<file path="src/rtl/tlsg_pkg.sv">
`default_nettype none

package tlsg_pkg;

  // fixed field widths of the channels and the register port
  localparam int unsigned FIELD_W    = 16;
  localparam int unsigned RADIUS_W   = 8;
  localparam int unsigned CFG_W      = 16;
  localparam int unsigned APB_ADDR_W = 3;
  localparam int unsigned APB_DATA_W = 32;

  // register select bit of paddr and register codes
  localparam int unsigned REG_SEL_BIT = 2;
  localparam logic REG_SCREEN_WIDTH  = 1'b0;
  localparam logic REG_SCREEN_HEIGHT = 1'b1;

  localparam logic [CFG_W-1:0] SCREEN_WIDTH_RST  = 16'd480;
  localparam logic [CFG_W-1:0] SCREEN_HEIGHT_RST = 16'd800;

  // request command codes
  localparam logic CMD_LOAD = 1'b0;
  localparam logic CMD_TICK = 1'b1;

  // circle step limit is r*707/1000 + 1
  localparam int unsigned LimitNum = 707;
  localparam int unsigned LimitDen = 1000;
  localparam int unsigned LIMIT_DEPTH = 256;

  typedef logic [RADIUS_W-1:0] limit_tbl_t [LIMIT_DEPTH];

  function automatic limit_tbl_t build_limit_table();
    limit_tbl_t tbl;
    for (int unsigned r = 0; r < LIMIT_DEPTH; r++) begin
      tbl[r] = RADIUS_W'((r * LimitNum) / LimitDen + 1);
    end
    return tbl;
  endfunction

  localparam limit_tbl_t LIMIT_TABLE = build_limit_table();

  // span order within one circle stamp
  typedef enum logic [4:0] {
    PH_CENTRE   = 5'b00001,
    PH_STEP     = 5'b00010,
    PH_OUTER_DN = 5'b00100,
    PH_INNER_UP = 5'b01000,
    PH_INNER_DN = 5'b10000
  } phase_e;

  typedef struct packed {
    logic                cmd;
    logic [FIELD_W-1:0]  start_x;
    logic [FIELD_W-1:0]  start_y;
    logic [FIELD_W-1:0]  end_x;
    logic [FIELD_W-1:0]  end_y;
    logic [RADIUS_W-1:0] brush_radius;
    logic [FIELD_W-1:0]  pen_color;
  } tlsg_req_t;

  typedef struct packed {
    logic               span_valid;
    logic [FIELD_W-1:0] span_left;
    logic [FIELD_W-1:0] span_right;
    logic [FIELD_W-1:0] span_row;
    logic [FIELD_W-1:0] span_color;
    logic               last_span;
    logic               load_accepted;
    logic               busy_res;
  } tlsg_res_t;

endpackage

`default_nettype wire

</file>
<file path="src/rtl/tlsg_if.sv">
`default_nettype none

// request channel
interface tlsg_req_if;
  logic                 valid;
  logic                 ready;
  tlsg_pkg::tlsg_req_t  data;

  modport source (output valid, output data, input ready);
  modport sink (input valid, input data, output ready);
endinterface

// result channel
interface tlsg_res_if;
  logic                 valid;
  logic                 ready;
  tlsg_pkg::tlsg_res_t  data;

  modport source (output valid, output data, input ready);
  modport sink (input valid, input data, output ready);
endinterface

`default_nettype wire

</file>
<file path="src/rtl/thick_line_span_generator.sv">
// channel   dir  handshake       request / result
// req_i     in   valid/ready     load (end points, radius, colour) or tick
// res_o     out  valid/ready     one span, or load status, per request
// apb       in   psel/penable    screen_width at 0x0, screen_height at 0x4
//
// one request accepted per cycle while the result is not stalled; every request gives exactly one result
// an accepted request passes the state update stage, then the clamp stage, before its result appears
// the per-tick circle and line step is one pass over incremental squares and errors
// rst_ni clears the walk, both pipeline valids and loads the screen size 480 x 800
// a stalled result holds in the output register while one more request is taken

`default_nettype none

module thick_line_span_generator #(
  parameter int unsigned COORD_BITS  = 16,
  parameter int unsigned RADIUS_BITS = 8
) (
  input  logic                                clk_i,
  input  logic                                rst_ni,
  tlsg_req_if.sink                            req_i,
  tlsg_res_if.source                          res_o,
  input  logic                                psel,
  input  logic                                penable,
  input  logic                                pwrite,
  input  logic [tlsg_pkg::APB_ADDR_W-1:0]     paddr,
  input  logic [tlsg_pkg::APB_DATA_W-1:0]     pwdata,
  output logic [tlsg_pkg::APB_DATA_W-1:0]     prdata,
  output logic                                pready
);

  localparam int unsigned CB   = COORD_BITS;
  localparam int unsigned RB   = RADIUS_BITS;
  localparam int unsigned SQ_W = 2 * RB;
  localparam int unsigned CW   = tlsg_pkg::CFG_W;

  // configuration registers
  logic [CW-1:0] width_q, height_q;

  // walk state
  logic                 active_q, active_d;
  tlsg_pkg::phase_e     phase_q, phase_d;
  logic [CB-1:0]        pos_col_q, pos_col_d, pos_row_q, pos_row_d;
  logic [CB-1:0]        err_col_q, err_col_d, err_row_q, err_row_d;
  logic [CB-1:0]        adc_q, adc_d, adr_q, adr_d, md_q, md_d;
  logic                 dec_col_q, dec_col_d, dec_row_q, dec_row_d;
  logic [CB-1:0]        slack_col_q, slack_row_q;
  logic [CB:0]          stamps_q, stamps_d;
  logic [RB-1:0]        step_q, step_d, half_q, half_d, lim_q, lim_d;
  logic [RB-1:0]        radius_q, radius_d;
  logic [SQ_W-1:0]      rsq_q, rsq_d, sq_i_q, sq_i_d, sq_x_q, sq_x_d;
  logic [SQ_W:0]        sqlim_q;
  logic [CW-1:0]        color_q, color_d;

  // first stage: raw span before clamping
  logic                 s1_valid_q;
  logic [CB-1:0]        s1_x_q, s1_y_q, s1_len_q;
  logic [CW-1:0]        s1_color_q;
  logic                 s1_last_q, s1_load_ok_q, s1_busy_q;
  logic [CB-1:0]        nx_x, nx_y, nx_len;
  logic                 nx_last, nx_load_ok, nx_busy;

  // output register
  logic                 out_valid_q;
  tlsg_pkg::tlsg_res_t  out_q, out_d;

  logic adv, acc;

  // handshake: stage one may fill while a finished result waits
  assign adv         = !out_valid_q || res_o.ready;
  assign req_i.ready = !s1_valid_q || adv;
  assign acc         = req_i.valid && req_i.ready;

  // load fields
  logic [CB-1:0] sx, sy, ex, ey, r_ext, adc_ld, adr_ld, md_ld;
  logic [RB-1:0] r_in;
  logic          ld_ok;

  assign sx    = req_i.data.start_x[CB-1:0];
  assign sy    = req_i.data.start_y[CB-1:0];
  assign ex    = req_i.data.end_x[CB-1:0];
  assign ey    = req_i.data.end_y[CB-1:0];
  assign r_in  = req_i.data.brush_radius[RB-1:0];
  assign r_ext = CB'(r_in);
  assign ld_ok = (sx >= r_ext) && (sy >= r_ext) && (ex >= r_ext) && (ey >= r_ext);
  assign adc_ld = (ex > sx) ? ex - sx : sx - ex;
  assign adr_ld = (ey > sy) ? ey - sy : sy - ey;
  assign md_ld  = (adc_ld > adr_ld) ? adc_ld : adr_ld;

  // circle helpers
  logic [RB-1:0]   step_m1, half_m1, half_step;
  logic [SQ_W-1:0] sq_x_dec, sq_i_inc, sq_x_step;
  logic [CB-1:0]   outer_x, outer_len, radius_ext, step_ext, half_ext, hs_ext;
  logic            circ_over, half_nz, step_shrink;

  assign step_m1    = step_q - RB'(1'b1);
  assign half_m1    = half_q - RB'(1'b1);
  assign half_nz    = half_q != '0;
  assign circ_over  = ({1'b0, sq_i_q} + {1'b0, sq_x_q}) > sqlim_q;
  assign sq_x_dec   = sq_x_q - SQ_W'({half_q, 1'b0}) + SQ_W'(1'b1);
  assign sq_i_inc   = sq_i_q + SQ_W'({step_q, 1'b0}) + SQ_W'(1'b1);
  assign step_shrink = circ_over && half_nz;
  assign half_step  = step_shrink ? half_m1 : half_q;
  assign sq_x_step  = step_shrink ? sq_x_dec : sq_x_q;
  assign outer_x    = pos_col_q - CB'(step_m1);
  assign outer_len  = CB'({step_m1, 1'b0});
  assign radius_ext = CB'(radius_q);
  assign step_ext   = CB'(step_q);
  assign half_ext   = CB'(half_q);
  assign hs_ext     = CB'(half_step);

  // line step: err + delta > distance is err > distance - delta
  logic          col_hit, row_hit;
  logic [CB-1:0] err_col_nx, err_row_nx, pos_col_nx, pos_row_nx;

  assign col_hit    = err_col_q > slack_col_q;
  assign row_hit    = err_row_q > slack_row_q;
  assign err_col_nx = col_hit ? err_col_q - slack_col_q : err_col_q + adc_q;
  assign err_row_nx = row_hit ? err_row_q - slack_row_q : err_row_q + adr_q;
  assign pos_col_nx = !col_hit ? pos_col_q :
                      (dec_col_q ? pos_col_q - CB'(1'b1) : pos_col_q + CB'(1'b1));
  assign pos_row_nx = !row_hit ? pos_row_q :
                      (dec_row_q ? pos_row_q - CB'(1'b1) : pos_row_q + CB'(1'b1));

  // next state and raw span for the accepted request
  logic stamp_done;

  always_comb begin
    active_d  = active_q;
    phase_d   = phase_q;
    pos_col_d = pos_col_q;
    pos_row_d = pos_row_q;
    err_col_d = err_col_q;
    err_row_d = err_row_q;
    adc_d     = adc_q;
    adr_d     = adr_q;
    md_d      = md_q;
    dec_col_d = dec_col_q;
    dec_row_d = dec_row_q;
    stamps_d  = stamps_q;
    step_d    = step_q;
    half_d    = half_q;
    lim_d     = lim_q;
    radius_d  = radius_q;
    rsq_d     = rsq_q;
    sq_i_d    = sq_i_q;
    sq_x_d    = sq_x_q;
    color_d   = color_q;
    nx_x       = '0;
    nx_y       = '0;
    nx_len     = '0;
    nx_last    = 1'b0;
    nx_load_ok = 1'b0;
    nx_busy    = 1'b0;
    stamp_done = 1'b0;
    if (acc) begin
      if (req_i.data.cmd == tlsg_pkg::CMD_LOAD) begin
        active_d   = ld_ok;
        nx_load_ok = ld_ok;
        nx_busy    = ld_ok;
        if (ld_ok) begin
          adc_d     = adc_ld;
          adr_d     = adr_ld;
          md_d      = md_ld;
          dec_col_d = ex < sx;
          dec_row_d = ey < sy;
          stamps_d  = (CB + 1)'(md_ld) + (CB + 1)'(2);
          pos_col_d = sx;
          pos_row_d = sy;
          err_col_d = '0;
          err_row_d = '0;
          radius_d  = r_in;
          color_d   = req_i.data.pen_color;
          lim_d     = RB'(tlsg_pkg::LIMIT_TABLE[8'(r_in)]);
          rsq_d     = SQ_W'(r_in) * SQ_W'(r_in);
          phase_d   = tlsg_pkg::PH_CENTRE;
        end
      end else if (active_q) begin
        case (phase_q)
          // centre row of the stamp
          tlsg_pkg::PH_CENTRE: begin
            nx_x    = pos_col_q - radius_ext;
            nx_y    = pos_row_q;
            nx_len  = CB'({radius_q, 1'b0});
            half_d  = radius_q;
            sq_x_d  = rsq_q;
            step_d  = RB'(1'b1);
            sq_i_d  = SQ_W'(1'b1);
            phase_d = tlsg_pkg::PH_STEP;
          end
          // outer row below, or shrink and inner row below
          tlsg_pkg::PH_STEP: begin
            if (circ_over && (half_q > lim_q)) begin
              nx_x    = outer_x;
              nx_y    = pos_row_q + half_ext;
              nx_len  = outer_len;
              phase_d = tlsg_pkg::PH_OUTER_DN;
            end else begin
              half_d  = half_step;
              sq_x_d  = sq_x_step;
              nx_x    = pos_col_q - hs_ext;
              nx_y    = pos_row_q + step_ext;
              nx_len  = CB'({half_step, 1'b0});
              phase_d = tlsg_pkg::PH_INNER_DN;
            end
          end
          // outer row above, then shrink the half width
          tlsg_pkg::PH_OUTER_DN: begin
            nx_x   = outer_x;
            nx_y   = pos_row_q - half_ext;
            nx_len = outer_len;
            if (half_nz) begin
              half_d = half_m1;
              sq_x_d = sq_x_dec;
            end
            phase_d = tlsg_pkg::PH_INNER_UP;
          end
          tlsg_pkg::PH_INNER_UP: begin
            nx_x    = pos_col_q - half_ext;
            nx_y    = pos_row_q + step_ext;
            nx_len  = CB'({half_q, 1'b0});
            phase_d = tlsg_pkg::PH_INNER_DN;
          end
          // inner row above, then next step or end of stamp
          tlsg_pkg::PH_INNER_DN: begin
            nx_x   = pos_col_q - half_ext;
            nx_y   = pos_row_q - step_ext;
            nx_len = CB'({half_q, 1'b0});
            if (step_q >= lim_q) begin
              stamp_done = 1'b1;
              phase_d    = tlsg_pkg::PH_CENTRE;
            end else begin
              step_d  = step_q + RB'(1'b1);
              sq_i_d  = sq_i_inc;
              phase_d = tlsg_pkg::PH_STEP;
            end
          end
          default: begin
            phase_d = tlsg_pkg::PH_CENTRE;
          end
        endcase
        // move the brush one position along the line
        if (stamp_done) begin
          err_col_d = err_col_nx;
          err_row_d = err_row_nx;
          pos_col_d = pos_col_nx;
          pos_row_d = pos_row_nx;
          stamps_d  = stamps_q - (CB + 1)'(1'b1);
          if (stamps_q == (CB + 1)'(1'b1)) begin
            active_d = 1'b0;
            nx_last  = 1'b1;
          end
        end
        nx_busy = active_d;
      end
    end
  end

  // control state
  always_ff @(posedge clk_i or negedge rst_ni) begin
    if (!rst_ni) begin
      active_q <= 1'b0;
      phase_q  <= tlsg_pkg::PH_CENTRE;
    end else begin
      active_q <= active_d;
      phase_q  <= phase_d;
    end
  end

  // walk payload; slack and square limit are registered from the loaded values,
  // still before the first step that reads them
  always_ff @(posedge clk_i) begin
    pos_col_q   <= pos_col_d;
    pos_row_q   <= pos_row_d;
    err_col_q   <= err_col_d;
    err_row_q   <= err_row_d;
    adc_q       <= adc_d;
    adr_q       <= adr_d;
    md_q        <= md_d;
    dec_col_q   <= dec_col_d;
    dec_row_q   <= dec_row_d;
    stamps_q    <= stamps_d;
    step_q      <= step_d;
    half_q      <= half_d;
    lim_q       <= lim_d;
    radius_q    <= radius_d;
    rsq_q       <= rsq_d;
    sq_i_q      <= sq_i_d;
    sq_x_q      <= sq_x_d;
    color_q     <= color_d;
    slack_col_q <= md_q - adc_q;
    slack_row_q <= md_q - adr_q;
    sqlim_q     <= {1'b0, rsq_q} + (SQ_W + 1)'(radius_q >> 1);
  end

  // first stage register
  always_ff @(posedge clk_i or negedge rst_ni) begin
    if (!rst_ni) begin
      s1_valid_q <= 1'b0;
    end else if (acc) begin
      s1_valid_q <= 1'b1;
    end else if (adv) begin
      s1_valid_q <= 1'b0;
    end
  end

  always_ff @(posedge clk_i) begin
    if (acc) begin
      s1_x_q       <= nx_x;
      s1_y_q       <= nx_y;
      s1_len_q     <= nx_len;
      s1_color_q   <= color_d;
      s1_last_q    <= nx_last;
      s1_load_ok_q <= nx_load_ok;
      s1_busy_q    <= nx_busy;
    end
  end

  // clamp to the screen
  logic [CB:0]   end_col;
  logic          over_w, over_h, span_on;
  logic [CB-1:0] left_c, right_c, row_c;

  assign span_on = s1_len_q != '0;
  assign end_col = {1'b0, s1_x_q} + {1'b0, s1_len_q} - (CB + 1)'(1'b1);
  assign over_w  = (CW + 1)'(end_col) >= {1'b0, width_q};
  assign over_h  = CW'(s1_y_q) >= height_q;
  assign left_c  = over_w ? CB'(width_q - CW'(s1_len_q) - CW'(1'b1)) : s1_x_q;
  assign right_c = over_w ? CB'(width_q - CW'(2)) : end_col[CB-1:0];
  assign row_c   = over_h ? CB'(height_q - CW'(1'b1)) : s1_y_q;

  always_comb begin
    out_d = '0;
    out_d.last_span     = s1_last_q;
    out_d.load_accepted = s1_load_ok_q;
    out_d.busy_res      = s1_busy_q;
    if (span_on) begin
      out_d.span_valid = 1'b1;
      out_d.span_left  = tlsg_pkg::FIELD_W'(left_c);
      out_d.span_right = tlsg_pkg::FIELD_W'(right_c);
      out_d.span_row   = tlsg_pkg::FIELD_W'(row_c);
      out_d.span_color = s1_color_q;
    end
  end

  // output register
  always_ff @(posedge clk_i or negedge rst_ni) begin
    if (!rst_ni) begin
      out_valid_q <= 1'b0;
    end else if (adv) begin
      out_valid_q <= s1_valid_q;
    end
  end

  always_ff @(posedge clk_i) begin
    if (adv && s1_valid_q) begin
      out_q <= out_d;
    end
  end

  assign res_o.valid = out_valid_q;
  assign res_o.data  = out_q;

  // register port
  assign pready = 1'b1;

  always_ff @(posedge clk_i or negedge rst_ni) begin
    if (!rst_ni) begin
      width_q  <= tlsg_pkg::SCREEN_WIDTH_RST;
      height_q <= tlsg_pkg::SCREEN_HEIGHT_RST;
    end else if (psel && penable && pwrite) begin
      case (paddr[tlsg_pkg::REG_SEL_BIT])
        tlsg_pkg::REG_SCREEN_WIDTH: begin
          width_q <= pwdata[CW-1:0];
        end
        tlsg_pkg::REG_SCREEN_HEIGHT: begin
          height_q <= pwdata[CW-1:0];
        end
        default: begin
        end
      endcase
    end
  end

  always_comb begin
    case (paddr[tlsg_pkg::REG_SEL_BIT])
      tlsg_pkg::REG_SCREEN_WIDTH:  prdata = tlsg_pkg::APB_DATA_W'(width_q);
      tlsg_pkg::REG_SCREEN_HEIGHT: prdata = tlsg_pkg::APB_DATA_W'(height_q);
      default:                     prdata = '0;
    endcase
  end

endmodule

`default_nettype wire

</file>
<file path="src/flat_wrapper.sv">
// flat-port wrapper written by rule: the top's interface ports become plain ports
module thick_line_span_generator_flat 
#(
  parameter int unsigned COORD_BITS  = 16,
  parameter int unsigned RADIUS_BITS = 8
)
  (clk_i, rst_ni, psel, penable, pwrite, paddr, pwdata, prdata, pready, req_i_valid, req_i_data, req_i_ready, res_o_valid, res_o_data, res_o_ready);
  tlsg_req_if req_i_i ();
  tlsg_res_if res_o_i ();
  input  logic clk_i;
  input  logic rst_ni;
  input  logic psel;
  input  logic penable;
  input  logic pwrite;
  input  logic [tlsg_pkg::APB_ADDR_W-1:0] paddr;
  input  logic [tlsg_pkg::APB_DATA_W-1:0] pwdata;
  output logic [tlsg_pkg::APB_DATA_W-1:0] prdata;
  output logic pready;
  input wire logic [$bits(req_i_i.valid)-1:0] req_i_valid;
  input wire logic [$bits(req_i_i.data)-1:0] req_i_data;
  output wire logic [$bits(req_i_i.ready)-1:0] req_i_ready;
  output wire logic [$bits(res_o_i.valid)-1:0] res_o_valid;
  output wire logic [$bits(res_o_i.data)-1:0] res_o_data;
  input wire logic [$bits(res_o_i.ready)-1:0] res_o_ready;
  assign req_i_i.valid = req_i_valid;
  assign req_i_i.data = req_i_data;
  assign req_i_ready = req_i_i.ready;
  assign res_o_valid = res_o_i.valid;
  assign res_o_data = res_o_i.data;
  assign res_o_i.ready = res_o_ready;
  thick_line_span_generator #(.COORD_BITS(COORD_BITS), .RADIUS_BITS(RADIUS_BITS)) u_core (.clk_i(clk_i), .rst_ni(rst_ni), .req_i(req_i_i), .res_o(res_o_i), .psel(psel), .penable(penable), .pwrite(pwrite), .paddr(paddr), .pwdata(pwdata), .prdata(prdata), .pready(pready));
endmodule
</file>
<file path="config.mk">
export PLATFORM = sky130hd
export DESIGN_NAME = thick_line_span_generator_flat
export DESIGN_NICKNAME = d
export VERILOG_FILES = /design/src/rtl/tlsg_pkg.sv /design/src/rtl/tlsg_if.sv /design/src/rtl/thick_line_span_generator.sv /design/src/flat_wrapper.sv
export SDC_FILE = /design/constraint.sdc
export NUM_CORES = 2
export LEC_CHECK = 0
export ABC_AREA = 1
export BUFFER_PORTS_ARGS = -buffer_cell sky130_fd_sc_hd__buf_2
export CAP_MARGIN = 0
export CORE_UTILIZATION = 44
export DETAILED_ROUTE_END_ITERATION = 8
export HOLD_SLACK_MARGIN = 0.1
export SETUP_SLACK_MARGIN = 0.15
export SLEW_MARGIN = 20
export SYNTH_ARGS = -nofsm -noshare
export SYNTH_HDL_FRONTEND = slang
export SYNTH_SLANG_ARGS = --single-unit
</file>
<file path="constraint.sdc">
create_clock -name clk_i -period 8.8 [get_ports clk_i]
set_clock_uncertainty 0.15 [all_clocks]
set_input_delay 1.76 -clock clk_i [delete_from_list [all_inputs] [get_ports clk_i]]
set_output_delay 1.76 -clock clk_i [all_outputs]
set_load 0.05 [all_outputs]
</file>
# After elaboration in Yosys (flattened, before gate mapping)
# Memory sizes are Yosys's and may differ from the RTL's. A register that Yosys moved wholly into a read port is not among the register bits.
# Index checks and enable logic that the tools add are counted.
# Widths: inputs -> output; s select.
[word_totals] output_inout_bits=103 register_bits=443 latch_bits=0 rom_bits=2048 elab_cells=219 mem_bits_rw=0 memories=1 in_bits=131
[classes] n_eq_ne=14 n_bitwise=3 shifts=0 order_cmp=16 div_mod_pow=0 n_addsub=39 n_mul=1 mux=72 n_reduce_logical=32
[memory_table] name="(no name shown)" words=256 width=8 read_ports=1 rd_ports_with_merged_regs=1 wr=0 line_no="thick_line_span_generator.sv:173" rtl="lim_d = RB'(tlsg_pkg::LIMIT_TABLE[8'(r_in)]);"
[ops] operator="$mux 16" count=36
[ops] operator="$sub 16x16->16" count=9
[ops] operator="$pmux 16 s4" count=2
[ops] operator="$sub 16x8->16" count=6
[ops] operator="$gt 16x16->1" count=5
[ops] operator="$pmux 16 s5" count=1
[ops] operator="$mux 17" count=4
[ops] operator="$mux 65" count=1
[ops] operator="$add 16x1->16 const B" count=4
[ops] operator="$ge 16x8->1" count=4
[ops] operator="$pmux 32 s2" count=1
[ops] operator="$sub 16x1->16 const B" count=4
[ops] operator="$pmux 16 s3" count=1
[ops] operator="$add 16x16->17" count=2
[ops] operator="$sub 17x1->17 const B" count=2
[ops] operator="$add 16x16->16" count=2
[ops] operator="$add 16x8->16" count=2
[ops] operator="$lt 16x16->1" count=2
[ops] operator="$mux 8" count=4
[ops] operator="$pmux 16 s2" count=1
[ops] operator="$pmux 5 s5" count=1
[ops] operator="$pmux 8 s3" count=1
[ops] operator="$mux 5" count=4
[ops] operator="$add 16x2->17 const B" count=1
[ops] operator="other kinds (40)" count=77

# Logic depth before layout (Yosys ltp)
[logic_depth] depth_word=9 mapped_depth=36

# Least setup slack after synthesis
# No wires, ideal clock.
[synth_timing] path_kind="input to register" from="input res_o_ready" to="register u_core.adc_q[0], enable pin" cell_stages=7 required_time_ns=8.175 arrival_time_ns=6.692 setup_ns=0.475 setup_slack_ns=1.483 n_path_buf=1 cell_sequence="inv_1 -> nand3_1 -> nand2_1 -> inv_1 -> nand2_1 -> clkinv_1 -> clkbuf_1"
[synth_between] elab_chain_cells=4
[synth_lines] item="from (decl)" line_no="flat_wrapper.sv:24" rtl="input wire logic [$bits(res_o_i.ready)-1:0] res_o_ready;"
[synth_lines] item="$logic_or 1x1->1" line_no="thick_line_span_generator.sv:69" rtl="assign adv = !out_valid_q || res_o.ready;"
[synth_lines] item="$logic_or 1x1->1" line_no="thick_line_span_generator.sv:70" rtl="assign req_i.ready = !s1_valid_q || adv;"
[synth_lines] item="net req_i_ready" line_no="flat_wrapper.sv:21" rtl="output wire logic [$bits(req_i_i.ready)-1:0] req_i_ready;"
[synth_lines] item="$logic_and 1x1->1" line_no="thick_line_span_generator.sv:71" rtl="assign acc = req_i.valid && req_i.ready;"
[synth_lines] item="net u_core.acc" line_no="thick_line_span_generator.sv:66" rtl="logic adv, acc;"
[synth_lines] item="$reduce_and 3->1 (no line)"
[synth_lines] item="to (signal assigned)" line_no="thick_line_span_generator.sv:276" rtl="adc_q <= adc_d;"
[synth_lines] item="to (decl)" line_no="thick_line_span_generator.sv:44" rtl="logic [CB-1:0] adc_q, adc_d, adr_q, adr_d, md_q, md_d;"
# The timed path passes the listed nets, and every way through them passes these cells.
# A chain may end at the register's enable or synchronous reset.

# Final worst setup path
[layout_timing] from="register u_core.sq_i_q[0]" to="register u_core.s1_x_q[10], data pin"
[layout_between] elab_chain_cells=7 elab_cells_between_ends=8 cone_classes="add/sub: 2; order compare: 1; mux: 3; reduce/logical: 2"
[layout_lines] item="from (decl)" line_no="thick_line_span_generator.sv:50" rtl="logic [SQ_W-1:0] rsq_q, rsq_d, sq_i_q, sq_i_d, sq_x_q, sq_x_d;"
[layout_lines] item="from (signal assigned)" line_no="thick_line_span_generator.sv:287" rtl="sq_i_q <= sq_i_d;"
[layout_lines] item="$add 16x16->17 (*)" line_no="thick_line_span_generator.sv:98" rtl="assign circ_over = ({1'b0, sq_i_q} + {1'b0, sq_x_q}) > sqlim_q;"
[layout_lines] item="$gt 17x17->1 (*)" line_no="thick_line_span_generator.sv:98"
[layout_lines] item="$logic_and 1x1->1" line_no="thick_line_span_generator.sv:101" rtl="assign step_shrink = circ_over && half_nz;"
[layout_lines] item="$mux 8" line_no="thick_line_span_generator.sv:102" rtl="assign half_step = step_shrink ? half_m1 : half_q;"
[layout_lines] item="$sub 16x8->16" line_no="thick_line_span_generator.sv:200" rtl="nx_x = pos_col_q - hs_ext;"
[layout_lines] item="$mux 16 (*)" line_no="thick_line_span_generator.sv:192" rtl="if (circ_over && (half_q > lim_q)) begin"
[layout_lines] item="$pmux 16 s4 (*)" line_no="thick_line_span_generator.sv:178" rtl="case (phase_q)"
[layout_lines] item="to (signal assigned)" line_no="thick_line_span_generator.sv:308" rtl="s1_x_q <= nx_x;"
[layout_lines] item="to (decl)" line_no="thick_line_span_generator.sv:56" rtl="logic [CB-1:0] s1_x_q, s1_y_q, s1_len_q;"
# Mark *: on every way between the ends. The rest lies on a longest branch, timed or not.

==> summary.md <==
| Metric | Value |
|---|---|
| Run status | finished clean |
| Post-Syn Area | 40300 um2 |
| Unique cell type count in the Yosys netlist | 63 |
| Number of storage elements in the synthesis netlist | 441 |
| Top-level port count | 234 |
| Setup slack of the worst register-to-register path | 1520 ps |
| Kind of end point of the critical path | flop |
| Via count of the first global-routing pass | 34500 |
| Cell depth of the worst flop-to-flop path | 33 |
| Number of failing hold endpoints at the final stage | 0 |
| Gate family responsible for the most delay along the worst path | compound AO/OA/AOI/OAI gates |
| Residual antenna-violating net count after detailed routing | 0 |
| Worst Setup Start Kind | flop |
| Num Clock Sinks | 441 |
| Routed wire length | 118 mm |
| Ratio of final minimum period to clock period | 82.8% |
| Beginning of the worst register-to-register path | u_core.sq_i_q[0] |
| Final #Nets | 6220 |
| Overall die area | 92800 um2 |
| Count of flip-flops with a built-in enable after synthesis | 336 |
| Synth Flop Type | edfxtp_1 |
| Warning count from the yosys run | 0 |
| # Max-Cap Violations | 0 |
| Total number of placement rows | 110 |
| Arrival time worst endpoint | 7590 ps |
| Sequential standard cell area | 12400 um2 |
| Clock period minus final worst setup slack | 7280 ps |
| Placed instance area | 42400 um2 |
| Start-to-end type of the worst setup path | flop to flop |
| Required time of the critical path | 9110 ps |
| Final design area excluding fillers | 44300 um2 |
| Number of cells on the worst hold path | 0 |
| Post-DR wirelength/cell | 17.4 um |
| Number of antenna violations at the first check in global routing | 10 |
| Most frequent cell on the critical path | nand2_1 |
| DP HPWL | 93.7 mm |
| Die width | 305 um |
| Most frequent cells in the layout | nand2_1, inv_1, ha_1 |
| Number of filler cells placed in the layout | 9000 |
| Crit path max-delay cell type | nor2_1 |
| Commonest non-fill, non-tap cell in the layout | nand2_1 |
| Drt drc | 0 |
| Post CTS Setup Buffer Count | 0 |
| CTS tree | yes |
| Global-route congestion overflow total | 0 |
| Starting utilization of the core area | 44.6% |
| Type of the most critical hold path | flop to flop |
| CTS Hold Buffers Added | 0 |
| Max-slew violation total from the final report | 0 |
| Layout cells sized above 1 | 7.54% |
| Total leakage power | 21.9 nW |
| Global-route wire length before repair | 188 mm |
| Area of the multi-input gates | 24200 um2 |
| Via count of the routed design | 35900 |
| Input/output buffers | 198 |
| Routability congestion estimate from global placement | 0.938 |
| Crit Path Max Fanout | 12 |
| Worst-Skew Late Latency | 620 ps |
| Maximum achievable frequency | 0.137 GHz |
| Number of CTS-inserted buffers | 53 |
| Worst-case vdd ir drop | 0.159 mV |
| Buf/Inv on CP | 5 |
| Number of buffers between clock root and the deepest sink | 3 |
| GRT Util Overall | 25.4% |
| Die extent in y | 305 um |
| Reg-to-reg endpoint | u_core.s1_x_q[10] |
| Synthesized area per cell | 7.45 um2 |
| Clock transition at path regs | 60 ps |
| 1st-pass router iterations | 8 |
| Hold-critical path endpoint | u_core.res_o.data[0] |
| Pin count of the biggest net entering global routing | 81 |
| Post-synthesis sequential area ratio | 30.8% |
| Number of gates resized after CTS | 0 |
| Number of levels the H-tree was split into | 2 |
| DRC marker count from the first detailed-route iteration | 2780 |
| Max_slew headroom | 22.3% |
| Critical path's largest stage delay | 600 ps |
| Async set-reset flop share out of synthesis | 9.07% |
| Number of standard cells after synthesis | 5407 |
| Final-layout setup total negative slack | 0 ps |
| Vias per Instance | 5.28 |
| Layout-stage area growth over the synthesis result | 9.83% |
| Power density over the cells | 241 nW/um2 |
| RSZ-0062 raised after global routing | no |
| Root cell of the clock tree | clkbuf_16 |
| Actual slew at the worst max-slew pin | 1160 ps |
| Hold path startpoint | u_core.s1_busy_q |
| Core area | 90400 um2 |
| Total setup violations reported at the end of the flow | 0 |
-- logic make-up after synthesis --
kind of cell	share of synthesized area (%)
AND/OR/NAND/NOR	23.1
AO/OA/AOI/OAI	13.6
buffers and inverters	9.45
adder cells (fa/ha/maj)	17.0
flip-flops	30.8
XOR/XNOR	6.10
other	0.0186
-- synth_stat cells (65+ instances only) --
cell      number  share of area [%]
xnor2_1       67                1.5
dfxtp_1       65                3.2
nor2_1       363                3.4
inv_1        842                7.8
o21ai_0      355                4.4
a21oi_1      420                5.2
edfxtp_1     336                 25
nand2_1     1281                 12
ha_1         474                 15
xor2_1       212                4.6
clkbuf_1      80               0.74
nand4_1       79                1.2
nand3_1      286                3.6
-- sequential cells by signal, summed over array words and instances (netlist names), 16 cells and up --
| signal | cells |
|---|---|
| u_core.color_q | 16 |
| u_core.res_o.data | 68 |
| u_core.adr_q | 16 |
| u_core.s1_color_q | 16 |
| u_core.sq_i_q | 16 |
| u_core.s1_y_q | 16 |
| u_core.width_q | 16 |
| u_core.s1_x_q | 16 |
| u_core.err_col_q | 16 |
| u_core.pos_row_q | 16 |
| u_core.height_q | 16 |
| u_core.stamps_q | 17 |
| u_core.pos_col_q | 16 |
| u_core.md_q | 16 |
| u_core.err_row_q | 16 |
| u_core.sqlim_q | 17 |
| u_core.slack_col_q | 16 |
| u_core.slack_row_q | 16 |
| u_core.sq_x_q | 16 |
| u_core.adc_q | 16 |
-- power by group --
part	total [mW]	leakage (nW)	internal, mW	switching (mW)
Clock	2.30	0.905	1.36	0.940
Sequential	3.10	4.21	2.82	0.286
Combinational	5.27	16.8	1.78	3.49
-- layer usage --
metal  part of all wire [%]  GRT usage [%]  up-vias
li1                       -              -    18300
met2                     45           41.6      985
met1                     47           35.0    16400
met4                    2.8           7.61        0
met5                      0              0        -
met3                    5.2           2.83      174
-- worst max path at each step --
stage / endpoint / cells after the start / slack, ps / start
floorplan: u_core.adc_q[0] / 7 / 1480 / res_o_ready
global placement: u_core.stamps_q[9] / 32 / 1580 / req_i_data[24]
detailed placement: u_core.s1_x_q[14] / 32 / 1610 / u_core.sq_i_q[0]
CTS: u_core.s1_x_q[14] / 32 / 1580 / u_core.sq_i_q[0]
global route: u_core.s1_x_q[10] / 33 / 740 / u_core.sq_i_q[0]
finish: u_core.s1_x_q[10] / 33 / 1520 / u_core.sq_i_q[0]
-- worst register-to-register path: cells and delay by family, from the launching register on --
kind	cells	cell delay, ps
XOR/XNOR	2	320
AO/OA/AOI/OAI	9	2350
buffers and inverters	5	580
adder cells (fa/ha/maj)	4	1330
AND/OR/NAND/NOR	13	1940
flip-flops	1	430
-- through the flow --
stage	std cells	worst slack, ps	total power, mW	util [%]	hold slack (ps)
6_report	6792	1520	10.7	49.0	269
2_1_floorplan	5422	1480	7.04	-	250
3_5_place_dp	6689	1610	8.35	46.9	257
3_3_place_gp	6689	1580	8.29	46.9	256
4_1_cts	6789	1580	10.7	48.9	272
5_1_grt	6792	745	11.5	49.0	275
-- final cells by class --
| class | instances | area share, % |
|---|---|---|
| Tap cell | 1176 | 3.32 |
| Sequential cell | 441 | 28.0 |
| Antenna cell | 3 | 0.0170 |
| Multi-Input combinational cell | 3999 | 54.6 |
| Clock buffer | 76 | 3.54 |
| Clock inverter | 24 | 0.616 |
| Inverter | 853 | 7.24 |
| Timing Repair Buffer | 220 | 2.65 |
Power figures use the tool's default switching activity.
